<file path="config.mk">
export PLATFORM = sky130hd
export DESIGN_NAME = mtf_cell
export DESIGN_NICKNAME = d
export VERILOG_FILES = /design/src/rtl/assert_macros.svh /design/src/rtl/mtf_pkg.sv /design/src/rtl/mtf_cell.sv
export SDC_FILE = /design/constraint.sdc
export NUM_CORES = 1
export LEC_CHECK = 0
export ABC_CLOCK_PERIOD_IN_PS = 1800
export BUFFER_PORTS_ARGS = -buffer_cell sky130_fd_sc_hd__buf_4
export CELL_PAD_IN_SITES_DETAIL_PLACEMENT = 1
export CELL_PAD_IN_SITES_GLOBAL_PLACEMENT = 1
export CORE_ASPECT_RATIO = 1.2
export CORE_MARGIN = 3
export CORE_UTILIZATION = 30
export CTS_CLUSTER_SIZE = 30
export DETAILED_ROUTE_END_ITERATION = 8
export GPL_ROUTABILITY_DRIVEN = 0
export GPL_TIMING_DRIVEN = 0
export PLACE_DENSITY = 0.79
export SYNTH_ARGS = -nofsm -noshare
export SYNTH_HDL_FRONTEND = slang
export SYNTH_SLANG_ARGS = --single-unit
</file>
<file path="constraint.sdc">
create_clock -name clk -period 1.8 [get_ports clk]
set_input_delay 0.09 -clock clk [delete_from_list [all_inputs] [get_ports clk]]
set_output_delay 0.09 -clock clk [all_outputs]
set_load 0.01 [all_outputs]
</file>
<file path="src/rtl/assert_macros.svh">
// Concurrent assertion helpers, clocked on clk and disabled while rst_n is low
`ifndef ASSERT_MACROS_SVH
`define ASSERT_MACROS_SVH

// Condition holds at every edge
`define MTF_ASSERT(lbl, cond, msg) \
    lbl: assert property (@(posedge clk) disable iff (!rst_n) (cond)) else $error(msg);

// Antecedent at one edge implies consequent at the next edge
`define MTF_ASSERT_NEXT(lbl, ante, cons, msg) \
    lbl: assert property (@(posedge clk) disable iff (!rst_n) (ante) |=> (cons)) \
        else $error(msg);

`endif

</file>
<file path="src/rtl/mtf_pkg.sv">
package mtf_pkg;

    localparam int LIST_DEPTH = 256;
    localparam int DATA_W     = 8;
    localparam int IDX_W      = (LIST_DEPTH > 1) ? $clog2(LIST_DEPTH) : 1;
    localparam int LEN_W      = $clog2(LIST_DEPTH + 1);
    localparam int CMP_W      = DATA_W + 1;

    typedef enum logic [1:0] {
        REQ_CLEAR  = 2'd0,
        REQ_APPEND = 2'd1,
        REQ_XFORM  = 2'd2,
        REQ_NONE   = 2'd3
    } req_t;

    typedef enum logic [1:0] {
        ST_OK        = 2'd0,
        ST_NOT_FOUND = 2'd1,
        ST_BAD_INDEX = 2'd2,
        ST_FULL      = 2'd3
    } status_t;

    typedef enum logic {
        S_IDLE = 1'b0,
        S_SCAN = 1'b1
    } state_t;

    typedef struct packed {
        logic              load;
        logic              shift;
        logic              app_en;
        logic [IDX_W-1:0]  app_pos;
        logic [DATA_W-1:0] app_sym;
        logic              move_en;
        logic [IDX_W-1:0]  move_pos;
        logic [DATA_W-1:0] front;
    } ctl_t;

    typedef struct packed {
        logic             busy;
        logic [LEN_W-1:0] len;
    } stat_t;

endpackage

</file>
<file path="src/rtl/mtf_cell.sv">
module mtf_cell (
    input  logic                       clk,
    input  mtf_pkg::ctl_t              ctl,
    input  logic [mtf_pkg::IDX_W-1:0]  cell_idx,
    input  logic [mtf_pkg::DATA_W-1:0] prev_sym,
    input  logic [mtf_pkg::DATA_W-1:0] next_probe,
    output logic [mtf_pkg::DATA_W-1:0] sym,
    output logic [mtf_pkg::DATA_W-1:0] probe
);

    logic [mtf_pkg::DATA_W-1:0] sym_reg;
    logic [mtf_pkg::DATA_W-1:0] sym_next;
    logic [mtf_pkg::DATA_W-1:0] probe_reg;
    logic [mtf_pkg::DATA_W-1:0] probe_next;

    always_comb
    begin
        sym_next = sym_reg;
        if (ctl.app_en && (ctl.app_pos == cell_idx))
        begin
            sym_next = ctl.app_sym;
        end
        else if (ctl.move_en && (cell_idx <= ctl.move_pos))
        begin
            sym_next = (cell_idx == '0) ? ctl.front : prev_sym;
        end

        probe_next = probe_reg;
        if (ctl.load)
        begin
            probe_next = sym_reg;
        end
        else if (ctl.shift)
        begin
            probe_next = next_probe;
        end
    end

    always_ff @(posedge clk)
    begin
        sym_reg   <= sym_next;
        probe_reg <= probe_next;
    end

    assign sym   = sym_reg;
    assign probe = probe_reg;

endmodule

</file>
==> summary.json <==
{
  "run_status": "complete, no violations",
  "worstHoldStart": "next_probe[0]",
  "rsz_0062_raised_after_global_routing": "false",
  "clockRootBuffer": "sky130_fd_sc_hd__clkbuf_8",
  "syn2layout_area_growth_pct": 59.77,
  "worst_path_most_repeated_cell": "sky130_fd_sc_hd__buf_4",
  "drtIter0Drc": 32,
  "final-setup-viol-count": 0,
  "core-area_sq_mm": 0.003425,
  "yosysWarningCount": 0,
  "irDropWorstVdd_mv": 0.1962,
  "die_height_um": 72.37,
  "ys_types": 20,
  "reg2regPathDepth": 1,
  "routed_wire_length_per_instance_um": 15.20,
  "hp-class": "primary input to flop",
  "yosysSeqAreaShare_pct": 43.64,
  "critical_path.max_fanout": 9,
  "core_rows": 23,
  "global_route.overflow_total": 0,
  "initial_antenna_violation_count": 0,
  "preCtsSetupSlack_ns": -0.1522,
  "max_cap_viol_count": 0,
  "first_global_vias": 1092,
  "master_of_the_slowest_instance_on_the_critical_path": "sky130_fd_sc_hd__nand4_2",
  "critPathMaxStageDelay_ns": 0.33,
  "reg2reg_to": "probe[1]",
  "critPathLaunchType": "primary input",
  "final.hold.worst_slack_ns": 0.1509,
  "io_buffers": 75,
  "drc": 0,
  "cts_num_sinks": 16,
  "tns_ns": 0,
  "antenna-diode-count": 0,
  "crit-reg2reg-launch": "sym[1]",
  "cts-htree-levels": 1,
  "totalWireLength_um": 3070,
  "ys_seq_elements": 16,
  "synth.cell_area_sq_mm": 0.001101,
  "timing.hold.worst_endpoint": "probe[0]",
  "design.die.area_sq_mm": 0.004436,
  "detailedPlacementHpwl_um": 2749,
  "cts_made_buffers": 3,
  "largest_net_degree_at_the_start_of_global_routing": 10,
  "mostFrequentLayoutCells": "sky130_fd_sc_hd__buf_4 (76), sky130_fd_sc_hd__mux2_2 (24), sky130_fd_sc_hd__edfxtp_1 (16), sky130_fd_sc_hd__inv_1 (9), sky130_fd_sc_hd__ha_1 (8)",
  "sequential_cell_area_sq_um": 480.5,
  "fin_nets": 236,
  "clk_latency_ns": 0.24,
  "die-width_um": 61.31,
  "postSynthAreaPerCell_sq_um": 12.80,
  "cts_hold_buffers": 0,
  "post_synthesis_async_set_or_reset_flop_share_pct": 0,
  "final_layout_size_suffix_gt1_share_pct": 66.06,
  "multi_input_comb_area_sq_um": 583.1,
  "number_of_flops_mapped_to_enable_cells_by_yosys": 16,
  "firstDrtPassIters": 2,
  "max-slew-margin-rel_pct": 70.28,
  "detail-route-antenna-nets": 0,
  "number_of_instances_in_the_placed_design": 198,
  "timing.hold.worst_path_depth": 2,
  "post_synthesis_instance_total": 86,
  "instances_no_fill": 202,
  "crit_chain": "buf_4, xor2_1, nor4_2, nand4_2, o211ai_1, buf_4",
  "hold_violation_count_in_the_final_report": 0,
  "register_to_register_path_setup_slack_ns": 0.88,
  "vias": 980,
  "most_instantiated_flip_flop_cell_in_the_synthesis_netlist": "sky130_fd_sc_hd__edfxtp_1",
  "cts_max_path_buffers": 2,
  "synth_nets": 155,
  "grt_pass1_wl_um": 4692,
  "cts_clk_pin_slew_worst_paths_ns": 0.06,
  "transition_time_at_the_pin_with_the_least_slew_margin_ns": 0.4458,
  "layout_commonest_cell": "sky130_fd_sc_hd__buf_4",
  "setup_slack_ns": 0.3387,
  "gr-usage-all-layers_pct": 14.13,
  "ios": 77,
  "leakage_nw": 0.8327,
  "final.period_utilization_pct": 81.18,
  "via_per_inst": 4.851,
  "clk_skew_ns": 0.001014,
  "tritoncts": "built",
  "worst_setup_path_end_kind": "flop",
  "placedInstanceArea_sq_mm": 0.001710,
  "arrival_ns": 1.41,
  "final_layout_fill_cell_count": 387,
  "setup.worst_path.class": "primary input to flop",
  "power_per_cell_area_mw_per_mm2": 591.1,
  "final_cell_area_sq_mm": 0.001759,
  "timing.critical_path.required_ns": 1.75,
  "timing.final.max_slew_violations": 0,
  "finalCriticalPeriod_ns": 1.461,
  "start_util_pct": 32.15,
  "max_freq_ghz": 0.6843
}
final cells by class:
cell class / instances / area share [%]
buffer: 1 / 0.2134
inverter: 9 / 1.920
clock buffer: 3 / 2.347
sequential: 16 / 27.31
multi-input combinational: 60 / 33.14
timing repair buffer: 76 / 32.43
tap: 37 / 2.632
cells by family (layout without fill, tap and decap cells):
kind of cell	Yosys count	count (layout)	synth area share, %
muxes	24	24	24.55
DFF	16	16	43.64
and+or+nand+nor	13	13	9.090
buffers and inverters	10	89	3.409
adders and majority gates	8	8	9.091
xor gates and xnor gates	8	8	6.364
AOI/OAI and AO/OA	7	7	3.863
synthesized netlist by cell type, types with 2 or more instances:
library cell	instances	share of area (%)
sky130_fd_sc_hd__xor2_1	7	5.6
sky130_fd_sc_hd__ha_1	8	9.1
sky130_fd_sc_hd__a21oi_1	3	1.4
sky130_fd_sc_hd__nor4_2	3	3.4
sky130_fd_sc_hd__edfxtp_1	16	44
sky130_fd_sc_hd__nand4_1	2	1.1
sky130_fd_sc_hd__nor2b_1	2	1.1
sky130_fd_sc_hd__inv_1	9	3.1
sky130_fd_sc_hd__mux2_2	24	25
sky130_fd_sc_hd__o211ai_1	2	1.4
metal layers:
metal,GRT usage (%),routed length [um],up-vias
met2,26.94,1598,64
met1,14.46,1056,433
li1,-,-,477
met4,5.301,75,0
met3,2.669,340,6
met5,0,0,-
worst max-delay path: cells and delay by family:
family / cells / cell delay, ns
simple gates: 2 / 0.63
buf+inv: 2 / 0.33
compound gates: 1 / 0.19
xor+xnor: 1 / 0.16
through the flow:
step,util (%),power [mW]
finish,51.37,1.040
global route,51.37,1.105
CTS,51.15,1.054
detailed placement,49.95,0.8002
global placement,49.95,0.7868
floorplan,-,0.6034
how the worst max path moves through the flow:
stage	cells after the start	from	slack (ns)	end
finish	6	cell_idx[7]	0.34	sym[2]
global route	6	cell_idx[7]	0.24	sym[2]
CTS	6	cell_idx[5]	0.1	sym[2]
detailed placement	6	cell_idx[5]	-0.15	sym[0]
global placement	6	cell_idx[5]	-0.12	sym[0]
floorplan	6	ctl[13]	0.18	sym[0]
power by group:
part / switching (mW) / internal [mW] / total (mW)
logic: 0.117 / 0.192 / 0.310
clock network: 0.102 / 0.148 / 0.250
registers: 0.0178 / 0.463 / 0.481
total: 0.237 / 0.803 / 1.04
what timing repair did:
action,4_1_cts,5_1_grt
endpoints found under the setup margin,0,8
buffers inserted,0,1
resized for setup,0,0
Power figures use the tool's default switching activity.
