===== src/rtl/assert_macros.svh =====
// Concurrent assertion helpers, clocked on clk and disabled while rst_n is low
`ifndef ASSERT_MACROS_SVH
`define ASSERT_MACROS_SVH

// Condition holds at every edge
`define MTF_ASSERT(lbl, cond, msg) \
    lbl: assert property (@(posedge clk) disable iff (!rst_n) (cond)) else $error(msg);

// Antecedent at one edge implies consequent at the next edge
`define MTF_ASSERT_NEXT(lbl, ante, cons, msg) \
    lbl: assert property (@(posedge clk) disable iff (!rst_n) (ante) |=> (cons)) \
        else $error(msg);

`endif


===== src/rtl/mtf_pkg.sv =====
package mtf_pkg;

    localparam int LIST_DEPTH = 256;
    localparam int DATA_W     = 8;
    localparam int IDX_W      = (LIST_DEPTH > 1) ? $clog2(LIST_DEPTH) : 1;
    localparam int LEN_W      = $clog2(LIST_DEPTH + 1);
    localparam int CMP_W      = DATA_W + 1;

    typedef enum logic [1:0] {
        REQ_CLEAR  = 2'd0,
        REQ_APPEND = 2'd1,
        REQ_XFORM  = 2'd2,
        REQ_NONE   = 2'd3
    } req_t;

    typedef enum logic [1:0] {
        ST_OK        = 2'd0,
        ST_NOT_FOUND = 2'd1,
        ST_BAD_INDEX = 2'd2,
        ST_FULL      = 2'd3
    } status_t;

    typedef enum logic {
        S_IDLE = 1'b0,
        S_SCAN = 1'b1
    } state_t;

    typedef struct packed {
        logic              load;
        logic              shift;
        logic              app_en;
        logic [IDX_W-1:0]  app_pos;
        logic [DATA_W-1:0] app_sym;
        logic              move_en;
        logic [IDX_W-1:0]  move_pos;
        logic [DATA_W-1:0] front;
    } ctl_t;

    typedef struct packed {
        logic             busy;
        logic [LEN_W-1:0] len;
    } stat_t;

endpackage


===== src/rtl/mtf_if.sv =====
interface mtf_req_if;
    logic                       valid;
    logic                       ready;
    logic [1:0]                 req_type;
    logic [mtf_pkg::DATA_W-1:0] value;

    modport source (output valid, output req_type, output value, input ready);
    modport sink   (input valid, input req_type, input value, output ready);
endinterface

interface mtf_rsp_if;
    logic                       valid;
    logic                       ready;
    logic [mtf_pkg::DATA_W-1:0] result_value;
    logic [1:0]                 status;

    modport source (output valid, output result_value, output status, input ready);
    modport sink   (input valid, input result_value, input status, output ready);
endinterface


===== src/rtl/mtf_ctrl.sv =====
module mtf_ctrl (
    input  logic                       clk,
    input  logic                       rst_n,
    input  logic                       cfg_we,
    input  logic                       cfg_wdata,
    mtf_req_if.sink                    req,
    mtf_rsp_if.source                  rsp,
    input  logic [mtf_pkg::DATA_W-1:0] probe0,
    output mtf_pkg::ctl_t              ctl,
    output mtf_pkg::stat_t             stat
);

    mtf_pkg::state_t             state_reg, state_next;
    logic [mtf_pkg::LEN_W-1:0]   len_reg, len_next;
    logic [mtf_pkg::IDX_W-1:0]   cnt_reg, cnt_next;
    logic [mtf_pkg::DATA_W-1:0]  key_reg, key_next;
    logic                        mode_reg;
    logic                        ovalid_reg, ovalid_next;
    logic [mtf_pkg::DATA_W-1:0]  ores_reg, ores_next;
    mtf_pkg::status_t            ost_reg, ost_next;
    logic                        out_free;
    logic                        hit;
    logic [mtf_pkg::CMP_W-1:0]   len_ext;
    logic [mtf_pkg::CMP_W-1:0]   cnt_ext;

    assign out_free = !ovalid_reg || rsp.ready;
    assign len_ext  = mtf_pkg::CMP_W'(len_reg);
    assign cnt_ext  = mtf_pkg::CMP_W'(cnt_reg);
    assign hit      = mode_reg ? (cnt_ext == mtf_pkg::CMP_W'(key_reg)) : (probe0 == key_reg);

    always_comb
    begin
        state_next  = state_reg;
        len_next    = len_reg;
        cnt_next    = cnt_reg;
        key_next    = key_reg;
        ovalid_next = rsp.ready ? 1'b0 : ovalid_reg;
        ores_next   = ores_reg;
        ost_next    = ost_reg;
        req.ready   = (state_reg == mtf_pkg::S_IDLE) && out_free;

        ctl          = '0;
        ctl.app_pos  = len_reg[mtf_pkg::IDX_W-1:0];
        ctl.app_sym  = req.value;
        ctl.move_pos = cnt_reg;
        ctl.front    = probe0;

        case (state_reg)
            mtf_pkg::S_IDLE:
            begin
                if (req.valid && out_free)
                begin
                    ovalid_next = 1'b1;
                    ores_next   = '0;
                    ost_next    = mtf_pkg::ST_OK;
                    case (mtf_pkg::req_t'(req.req_type))
                        mtf_pkg::REQ_CLEAR:
                        begin
                            len_next = '0;
                        end
                        mtf_pkg::REQ_APPEND:
                        begin
                            if (len_reg == mtf_pkg::LEN_W'(mtf_pkg::LIST_DEPTH))
                            begin
                                ost_next = mtf_pkg::ST_FULL;
                            end
                            else
                            begin
                                ctl.app_en = 1'b1;
                                len_next   = len_reg + mtf_pkg::LEN_W'(1);
                            end
                        end
                        mtf_pkg::REQ_XFORM:
                        begin
                            if (mode_reg && ({1'b0, req.value} >= len_ext))
                            begin
                                ost_next = mtf_pkg::ST_BAD_INDEX;
                            end
                            else if (!mode_reg && (len_reg == '0))
                            begin
                                ost_next = mtf_pkg::ST_NOT_FOUND;
                            end
                            else
                            begin
                                ovalid_next = 1'b0;
                                ctl.load    = 1'b1;
                                key_next    = req.value;
                                cnt_next    = '0;
                                state_next  = mtf_pkg::S_SCAN;
                            end
                        end
                        default:
                        begin
                            ost_next = mtf_pkg::ST_OK;
                        end
                    endcase
                end
            end
            mtf_pkg::S_SCAN:
            begin
                if (hit)
                begin
                    ctl.move_en = 1'b1;
                    ovalid_next = 1'b1;
                    ores_next   = mode_reg ? probe0 : mtf_pkg::DATA_W'(cnt_reg);
                    ost_next    = mtf_pkg::ST_OK;
                    state_next  = mtf_pkg::S_IDLE;
                end
                else if (!mode_reg && ((cnt_ext + mtf_pkg::CMP_W'(1)) == len_ext))
                begin
                    ovalid_next = 1'b1;
                    ores_next   = '0;
                    ost_next    = mtf_pkg::ST_NOT_FOUND;
                    state_next  = mtf_pkg::S_IDLE;
                end
                else
                begin
                    ctl.shift = 1'b1;
                    cnt_next  = cnt_reg + mtf_pkg::IDX_W'(1);
                end
            end
            default:
            begin
                state_next = mtf_pkg::S_IDLE;
            end
        endcase
    end

    always_ff @(posedge clk or negedge rst_n)
    begin
        if (!rst_n)
        begin
            state_reg  <= mtf_pkg::S_IDLE;
            len_reg    <= '0;
            mode_reg   <= 1'b0;
            ovalid_reg <= 1'b0;
        end
        else
        begin
            state_reg  <= state_next;
            len_reg    <= len_next;
            ovalid_reg <= ovalid_next;
            if (cfg_we)
            begin
                mode_reg <= cfg_wdata;
            end
        end
    end

    always_ff @(posedge clk)
    begin
        cnt_reg  <= cnt_next;
        key_reg  <= key_next;
        ores_reg <= ores_next;
        ost_reg  <= ost_next;
    end

    assign rsp.valid        = ovalid_reg;
    assign rsp.result_value = ores_reg;
    assign rsp.status       = ost_reg;

    assign stat.busy = (state_reg == mtf_pkg::S_SCAN);
    assign stat.len  = len_reg;

endmodule


===== src/flat_wrapper.sv =====
// flat-port wrapper written by rule: the top's interface ports become plain ports
module mtf_ctrl_flat 
  (clk, rst_n, cfg_we, cfg_wdata, probe0, ctl, stat, req_valid, req_req_type, req_value, req_ready, rsp_valid, rsp_result_value, rsp_status, rsp_ready);
  mtf_req_if req_i ();
  mtf_rsp_if rsp_i ();
  input  logic clk;
  input  logic rst_n;
  input  logic cfg_we;
  input  logic cfg_wdata;
  input  logic [mtf_pkg::DATA_W-1:0] probe0;
  output mtf_pkg::ctl_t ctl;
  output mtf_pkg::stat_t stat;
  input wire logic [$bits(req_i.valid)-1:0] req_valid;
  input wire logic [$bits(req_i.req_type)-1:0] req_req_type;
  input wire logic [$bits(req_i.value)-1:0] req_value;
  output wire logic [$bits(req_i.ready)-1:0] req_ready;
  output wire logic [$bits(rsp_i.valid)-1:0] rsp_valid;
  output wire logic [$bits(rsp_i.result_value)-1:0] rsp_result_value;
  output wire logic [$bits(rsp_i.status)-1:0] rsp_status;
  input wire logic [$bits(rsp_i.ready)-1:0] rsp_ready;
  assign req_i.valid = req_valid;
  assign req_i.req_type = req_req_type;
  assign req_i.value = req_value;
  assign req_ready = req_i.ready;
  assign rsp_valid = rsp_i.valid;
  assign rsp_result_value = rsp_i.result_value;
  assign rsp_status = rsp_i.status;
  assign rsp_i.ready = rsp_ready;
  mtf_ctrl u_core (.clk(clk), .rst_n(rst_n), .cfg_we(cfg_we), .cfg_wdata(cfg_wdata), .req(req_i), .rsp(rsp_i), .probe0(probe0), .ctl(ctl), .stat(stat));
endmodule

===== config.mk =====
export PLATFORM = sky130hd
export DESIGN_NAME = mtf_ctrl_flat
export DESIGN_NICKNAME = d
export VERILOG_FILES = /design/src/rtl/assert_macros.svh /design/src/rtl/mtf_pkg.sv /design/src/rtl/mtf_if.sv /design/src/rtl/mtf_ctrl.sv /design/src/flat_wrapper.sv
export SDC_FILE = /design/constraint.sdc
export NUM_CORES = 1
export LEC_CHECK = 0
export BUFFER_PORTS_ARGS = -buffer_cell sky130_fd_sc_hd__buf_4
export CAP_MARGIN = 30
export CORE_MARGIN = 2
export CORE_UTILIZATION = 35
export CTS_CLUSTER_SIZE = 12
export DETAILED_ROUTE_END_ITERATION = 6
export HOLD_SLACK_MARGIN = 0.02
export PLACE_DENSITY_LB_ADDON = 0.2
export SYNTH_ARGS = -nofsm -noshare
export SYNTH_HDL_FRONTEND = slang
export SYNTH_SLANG_ARGS = --single-unit

===== constraint.sdc =====
create_clock -name clk -period 2.6 [get_ports clk]
set_clock_uncertainty 0.05 [all_clocks]
set_input_delay 0.13 -clock clk [delete_from_list [all_inputs] [get_ports clk]]
set_output_delay 0.13 -clock clk [all_outputs]
set_load 0.05 [all_outputs]

==> results of run 1 <==
worst max path at each step:
stage | start | endpoint | slack (ps)
3_5_place_dp | u_core.mode_reg | u_core.rsp.result_value[3] | 90
2_1_floorplan | u_core.cnt_reg[0] | u_core.cnt_reg[0] | 20
4_1_cts | u_core.cnt_reg[0] | ctl[34] | 90
5_1_grt | u_core.cnt_reg[0] | ctl[34] | -2
6_report | u_core.cnt_reg[2] | ctl[34] | 150
3_3_place_gp | u_core.mode_reg | u_core.rsp.result_value[2] | 170
placed cells by master, fill, tap and decap left out, types with 4 or more instances in the layout:
cell type,count
a21oi_1,7
buf_4,91
clkbuf_8,6
dfrtp_1,9
dlygate4sd3_1,11
edfxtp_1,26
ha_1,13
inv_1,17
mux2i_1,17
nand2_1,8
nand3_1,11
nand4_1,5
nor2_1,30
nor3_1,5
o21ai_0,9
xnor2_1,20
xor2_1,4
layer usage:
layer  part of all wire  GRT usage
met1               0.46      0.218
met2               0.48      0.266
met3              0.057     0.0342
met4             0.0076     0.0379
met5                  0          0
layout make-up:
type / count / share of cell area
Multi-Input combinational cell: 169 / 0.368
Sequential cell: 38 / 0.314
Timing Repair Buffer: 102 / 0.230
Tap cell: 99 / 0.0359
Clock buffer: 7 / 0.0250
Inverter: 17 / 0.0185
Clock inverter: 1 / 0.00870
cells by family (layout without fill, tap and decap cells):
logic type	after synthesis	count (layout)	share of synthesized area
buffers and inverters	53	127	0.119
AND/OR/NAND/NOR	78	78	0.156
XOR/XNOR	26	26	0.0965
adder cells (fa/ha/maj)	14	14	0.0663
flip-flops	38	38	0.409
multiplexers	17	17	0.0644
AO/OA/AOI/OAI	34	34	0.0890
repair_timing:
| item | in CTS | in global routing |
|---|---|---|
| endpoints found under the setup margin | 1 | 19 |
| endpoints found under the hold margin | 21 | 0 |
| pin swaps | 0 | 0 |
| hold buffers | 11 | 0 |
| buffers inserted | 0 | 2 |
| resized for setup | 1 | 0 |
stage by stage:
stage	hold WS (ps)	utilization	TNS, ps	std cells
after detailed placement	-63.0	0.440	0	412
after global placement	-63.7	0.440	0	412
after CTS	122	0.471	0	431
after floorplan	-216	-	0	260
after global routing	135	0.473	-2.38	433
final	120	0.473	0	433
worst min-delay path, cell delays in order:
cell and delay, ps:
buf_4 90, mux2i_1 60, nor2_1 70
report_power, final:
group | internal, W | switching [W] | leakage, nW
Sequential | 0.000887 | 0.000252 | 0.404
Clock | 0.000313 | 0.000220 | 0.0585
Combinational | 0.000755 | 0.00141 | 1.02
Total | 0.00195 | 0.00188 | 1.48
==> reports/summary.txt, run 1 <==
Status: completed
Most common cell in the netlist: nor2_1
Final nets: 371
Grt total ovfl: 0
Largest net degree at the start of global routing: 15
Vias: 2040
DRT antenna net count: 0
Synth Instances: 260
Startpoint Class: flip-flop
Peak VDD IR: 0.498 mV
Final setup viols: 0
Placed Area: 3210 um^2
First-pass GRT wire length: 10500 um
Clk root buf: clkbuf_8
Share of post-route cells with drive strength above 1: 0.338
Sink Count: 38
Crit. End Element: primary output
Core footprint: 7290 um^2
CTS tree: built
CP delay by family, top: flip-flops
Drt pass-1 iters: 6
Syn nets: 298
Post-synthesis register bit count: 38
Critical path's slowest cell: edfxtp_1
Wire length per cell: 15.1 um
Hold endpoint: u_core.rsp.result_value[1]
Final Hold Viols: 0
FF-to-FF End: u_core.rsp.result_value[6]
Worst R2R Start: u_core.cnt_reg[2]
Number of max-cap violations: 0
Min-Delay Path Class: in2reg
Area leader, netlist: edfxtp_1
Gr usage total: 0.161
Final worst slack: 145 ps
Post-DP HPWL: 4980 um
Initial antenna violation count: 0
Max FFs per register: 9
Antenna cells: 0
Hold wc startpoint: probe0[1]
Tmin final: 2450 ps
Fill cells: 737
Max clock buf depth: 2
H-tree depth: 2
Vias in the first global route: 1940
Synth area leaders: edfxtp_1 30%, dfrtp_1 11%, buf_4 7.1%
Crit-path cells: nand3_2 -> xnor2_1 -> mux2i_1 -> a22oi_1 -> o31a_4 -> buf_4
Worst rel slew slack: 0.725
Port bufs: 81
Number of CTS-inserted buffers: 5
CP peak stage delay: 550 ps
Final WL: 6550 um
Setup CP Type: reg2out
Avg Inst Size Synth: 10.2 um^2
Rows: 31
DRC violations left: 0
# IOs: 82
Fin crit share: 0.944
Slew @ Worst Pin: 409 ps
Die W: 90.9 um
Leakage: 1.48 nW
Placer Congestion: 0.831
Area Growth Syn to Fin: 30.6%
Worst Path Buf+Inv: 1
R2R Setup Slk: 180 ps
EDFF count, synth: 26
Worst r2r path cells: 6
Sequential share of the synthesized area: 0.409
CTS clk-pin slew, worst paths: 80 ps
Dpl ws: 85.6 ps
Final Slew Violations: 0
Multi-input combinational cell area: 1270 um^2
Crit-path max FO: 8
Die Y-Extent: 90.9 um
Pwr per Cell Area: 1110 nW/um^2
Final Instance Area: 3450 um^2
Critical path data arrival time: 2270 ps
Starting Density: 0.363
Ys Warns: 0
WP data required: 2420 ps
FF+latch area: 1080 um^2
Synth Cell Area: 2640 um^2
Critical path depth: 6
Fmax: 407 MHz
Async set-reset flop share out of synthesis: 0.316
Post-synth cell types: 44
WHS Path Cells: 3
Top_reg_cell synth: edfxtp_1
Via/cell ratio: 4.71
Overall power: 0.00384 W
Clk_lat worst skew: 300 ps
Commonest cells in the netlist: 31 x nor2_1, 26 x edfxtp_1, 25 x buf_4
Initial DRC count: 82
Yosys top cell area share: 0.295
Die area: 8260 um^2
Power figures use the tool's default switching activity.
==> inputs of run 2 (changes only) <==
CELL_PAD_IN_SITES_DETAIL_PLACEMENT = 0   (was not set)
CELL_PAD_IN_SITES_GLOBAL_PLACEMENT = 1   (was not set)
==> run 2 against run 1 <==
Die area did not move. Clock power fell by 3%. Maximum frequency up 2.5%. Worst hold slack lost 7.7 ps. Largest power group unchanged. Critical path type unchanged. First-iteration DRC count decreased by 26%. Register-to-register slack gained 60 ps. Worst setup slack improved by 61 ps. Sequential cell count unchanged. Critical endpoint unchanged. Cell count grew 0.69%. Highest routed layer unchanged.
==> reports/summary.txt, run 2 (synthesis gave the netlist of run 1 again) <==
Final worst slack: 206 ps (+61.0 ps)
Clk root buf: clkbuf_8
Critical path data arrival time: 2210 ps (-60 ps)
Final Slew Violations: 0 (unchanged)
Starting Density: 0.363 (unchanged)
Grt total ovfl: 0 (unchanged)
Critical path's slowest cell: edfxtp_1
Crit-path cells: ha_4 -> xnor2_1 -> xnor2_1 -> nor4_1 -> nand4_1 -> o31a_4 -> buf_4
Peak VDD IR: 0.616 mV (+24%)
Final WL: 6620 um (+1.1%)
Sink Count: 38 (unchanged)
CP peak stage delay: 510 ps (-40 ps)
Number of max-cap violations: 0 (unchanged)
Final Instance Area: 3470 um^2 (+0.54%)
Wire length per cell: 15.2 um (+0.39%)
Vias: 2028 (-0.59%)
Gr usage total: 0.164 (+0.00215)
Final nets: 374 (+0.81%)
Setup CP Type: reg2out
Max FFs per register: 9 (unchanged)
Min-Delay Path Class: in2reg
Number of CTS-inserted buffers: 5 (unchanged)
Antenna cells: 0 (unchanged)
Overall power: 0.00385 W (+0.31%)
# IOs: 82 (unchanged)
Met2 GRT Util: 0.267 (+0.00124)
Pwr per Cell Area: 1110 nW/um^2 (-0.23%)
# resized after CTS: 0 (-1)
Clk_lat worst skew: 300 ps (about the same)
Final setup viols: 0 (unchanged)
Fmax: 418 MHz (+2.5%)
Share of post-route cells with drive strength above 1: 0.344 (+0.00589)
Crit. End Element: primary output
CTS tree: built
Slew @ Worst Pin: 508 ps (+98.5 ps)
CP dominant cell by count: xnor2_1
Placer Congestion: 0.822 (-1.1%)
H-tree depth: 2 (unchanged)
Die Y-Extent: 90.9 um (unchanged)
Core footprint: 7290 um^2 (unchanged)
Leakage: 1.49 nW (+0.52%)
Area Growth Syn to Fin: 31.3%
CTS clk-pin slew, worst paths: 90 ps (about the same)
DRC violations left: 0 (unchanged)
Sw Pwr: 0.00190 W (+1.1%)
Commonest non-fill, non-tap cell in the layout: buf_4
Largest net degree at the start of global routing: 14 (-1)
Met3 Use GR: 0.0351 (+0.000835)
Part of the power in registers: 0.287 (-0.010)
Drt pass-1 iters: 4 (-2)
Top Usage Layer GRT: met2
Via/cell ratio: 4.65 (-1.3%)
Met1 GRT Util: 0.222 (+0.00466)
Most frequent cells in the layout: 94 x buf_4, 30 x nor2_1, 26 x edfxtp_1
Die W: 90.9 um (unchanged)
Setup TNS: 0 ps (unchanged)
Tmin final: 2390 ps (-61.0 ps)
Initial DRC count: 61 (-26%)
Vias in the first global route: 2024 (+4.3%)
Power share of the combinational group: 0.579 (+0.015)
Clock network fraction of total power: 0.135 (-0.004)
RSZ-0062 raised after global routing: false
Final Hold Viols: 0 (unchanged)
Switching Share: 0.494 (+0.00365)
Placed Area: 3230 um^2 (+0.70%)
Fin crit share: 0.921 (-0.0234)
First-pass GRT wire length: 10600 um (+0.78%)
Post-DP HPWL: 5120 um (+2.8%)
Status: completed
Dpl ws: 169 ps (+83.4 ps)
DRT antenna net count: 0 (unchanged)
Port bufs: 81 (unchanged)
Internal power: 0.00195 W (-0.41%)
Initial antenna violation count: 0 (unchanged)
Die area: 8260 um^2 (unchanged)
Crit-path max FO: 5 (-3)
Worst rel slew slack: 0.658 (-0.0663)
WP data required: 2420 ps (about the same)
Max clock buf depth: 2 (unchanged)
Rows: 31 (unchanged)
Startpoint Class: flip-flop
[run 2: cell count changes in the layout (fill, tap and decap cells not counted)]
cell        delta
dfrtp_2        -1
clkbuf_8       -1
clkinvlp_4     +2
buf_4          +3
clkbuf_1       -1
dfrtp_1        +1
[run 2: power by group through the flow]
stage,combinational [W],clock (W),sequential (W)
final,0.00223,0.000518,0.00110
after floorplan,0.00113,0,0.00159
after global routing,0.00237,0.000556,0.00114
after CTS,0.00221,0.000538,0.00112
after detailed placement,0.00219,0,0.00113
after global placement,0.00220,0,0.00113
[run 2: worst max-delay path, delay by kind of cell, from the launching register on]
kind,cells,cell delay (ps)
AOI/OAI and AO/OA,1,340
xor gates and xnor gates,2,330
adders and majority gates,1,220
buffers and inverters,1,200
DFF,1,510
and+or+nand+nor,2,320
[run 2: final timing paths]
kind | startpoint | endpoint | slack, ps | depth (start not counted)
min | probe0[2] | u_core.rsp.result_value[2] | 110 | 3
max reg2reg | u_core.cnt_reg[1] | u_core.rsp.status[0] | 240 | 7
min reg2reg | u_core.len_ext[5] | u_core.len_ext[5] | 480 | 1
max in group asynchronous | rst_n | u_core.len_ext[6] | 2150 | 2
max | u_core.cnt_reg[1] | ctl[34] | 210 | 7
min in group asynchronous | rst_n | u_core.len_ext[8] | 170 | 2
[run 2: cell type report]
type	instances	area (um^2)
clock buffers	5	68.8
clock inverters	3	45.0
fillers	724	3820
inverters	17	63.8
multi-input cells	169	1270
flip-flops and latches	38	1080
well taps	99	124
repair buffers	105	816
[run 2: what timing repair did]
item,in CTS,in global routing
endpoints found under the setup margin,0,17
setup buffers,0,2
hold buffers,11,0
endpoints found under the hold margin,21,0
[run 2: per-layer routing]
layer	share of wire	routed length, um
met1	0.46	3060
met2	0.47	3130
met3	0.056	369
met4	0.0092	61
met5	0	0
[run 2: metrics by stage]
stage | hold slack [ps] | std cells | utilization
final | 112 | 436 | 0.476
after global routing | 119 | 436 | 0.476
after CTS | 109 | 434 | 0.474
after detailed placement | -63.5 | 415 | 0.443
after global placement | -63.1 | 415 | 0.443
after floorplan | -216 | 260 | -
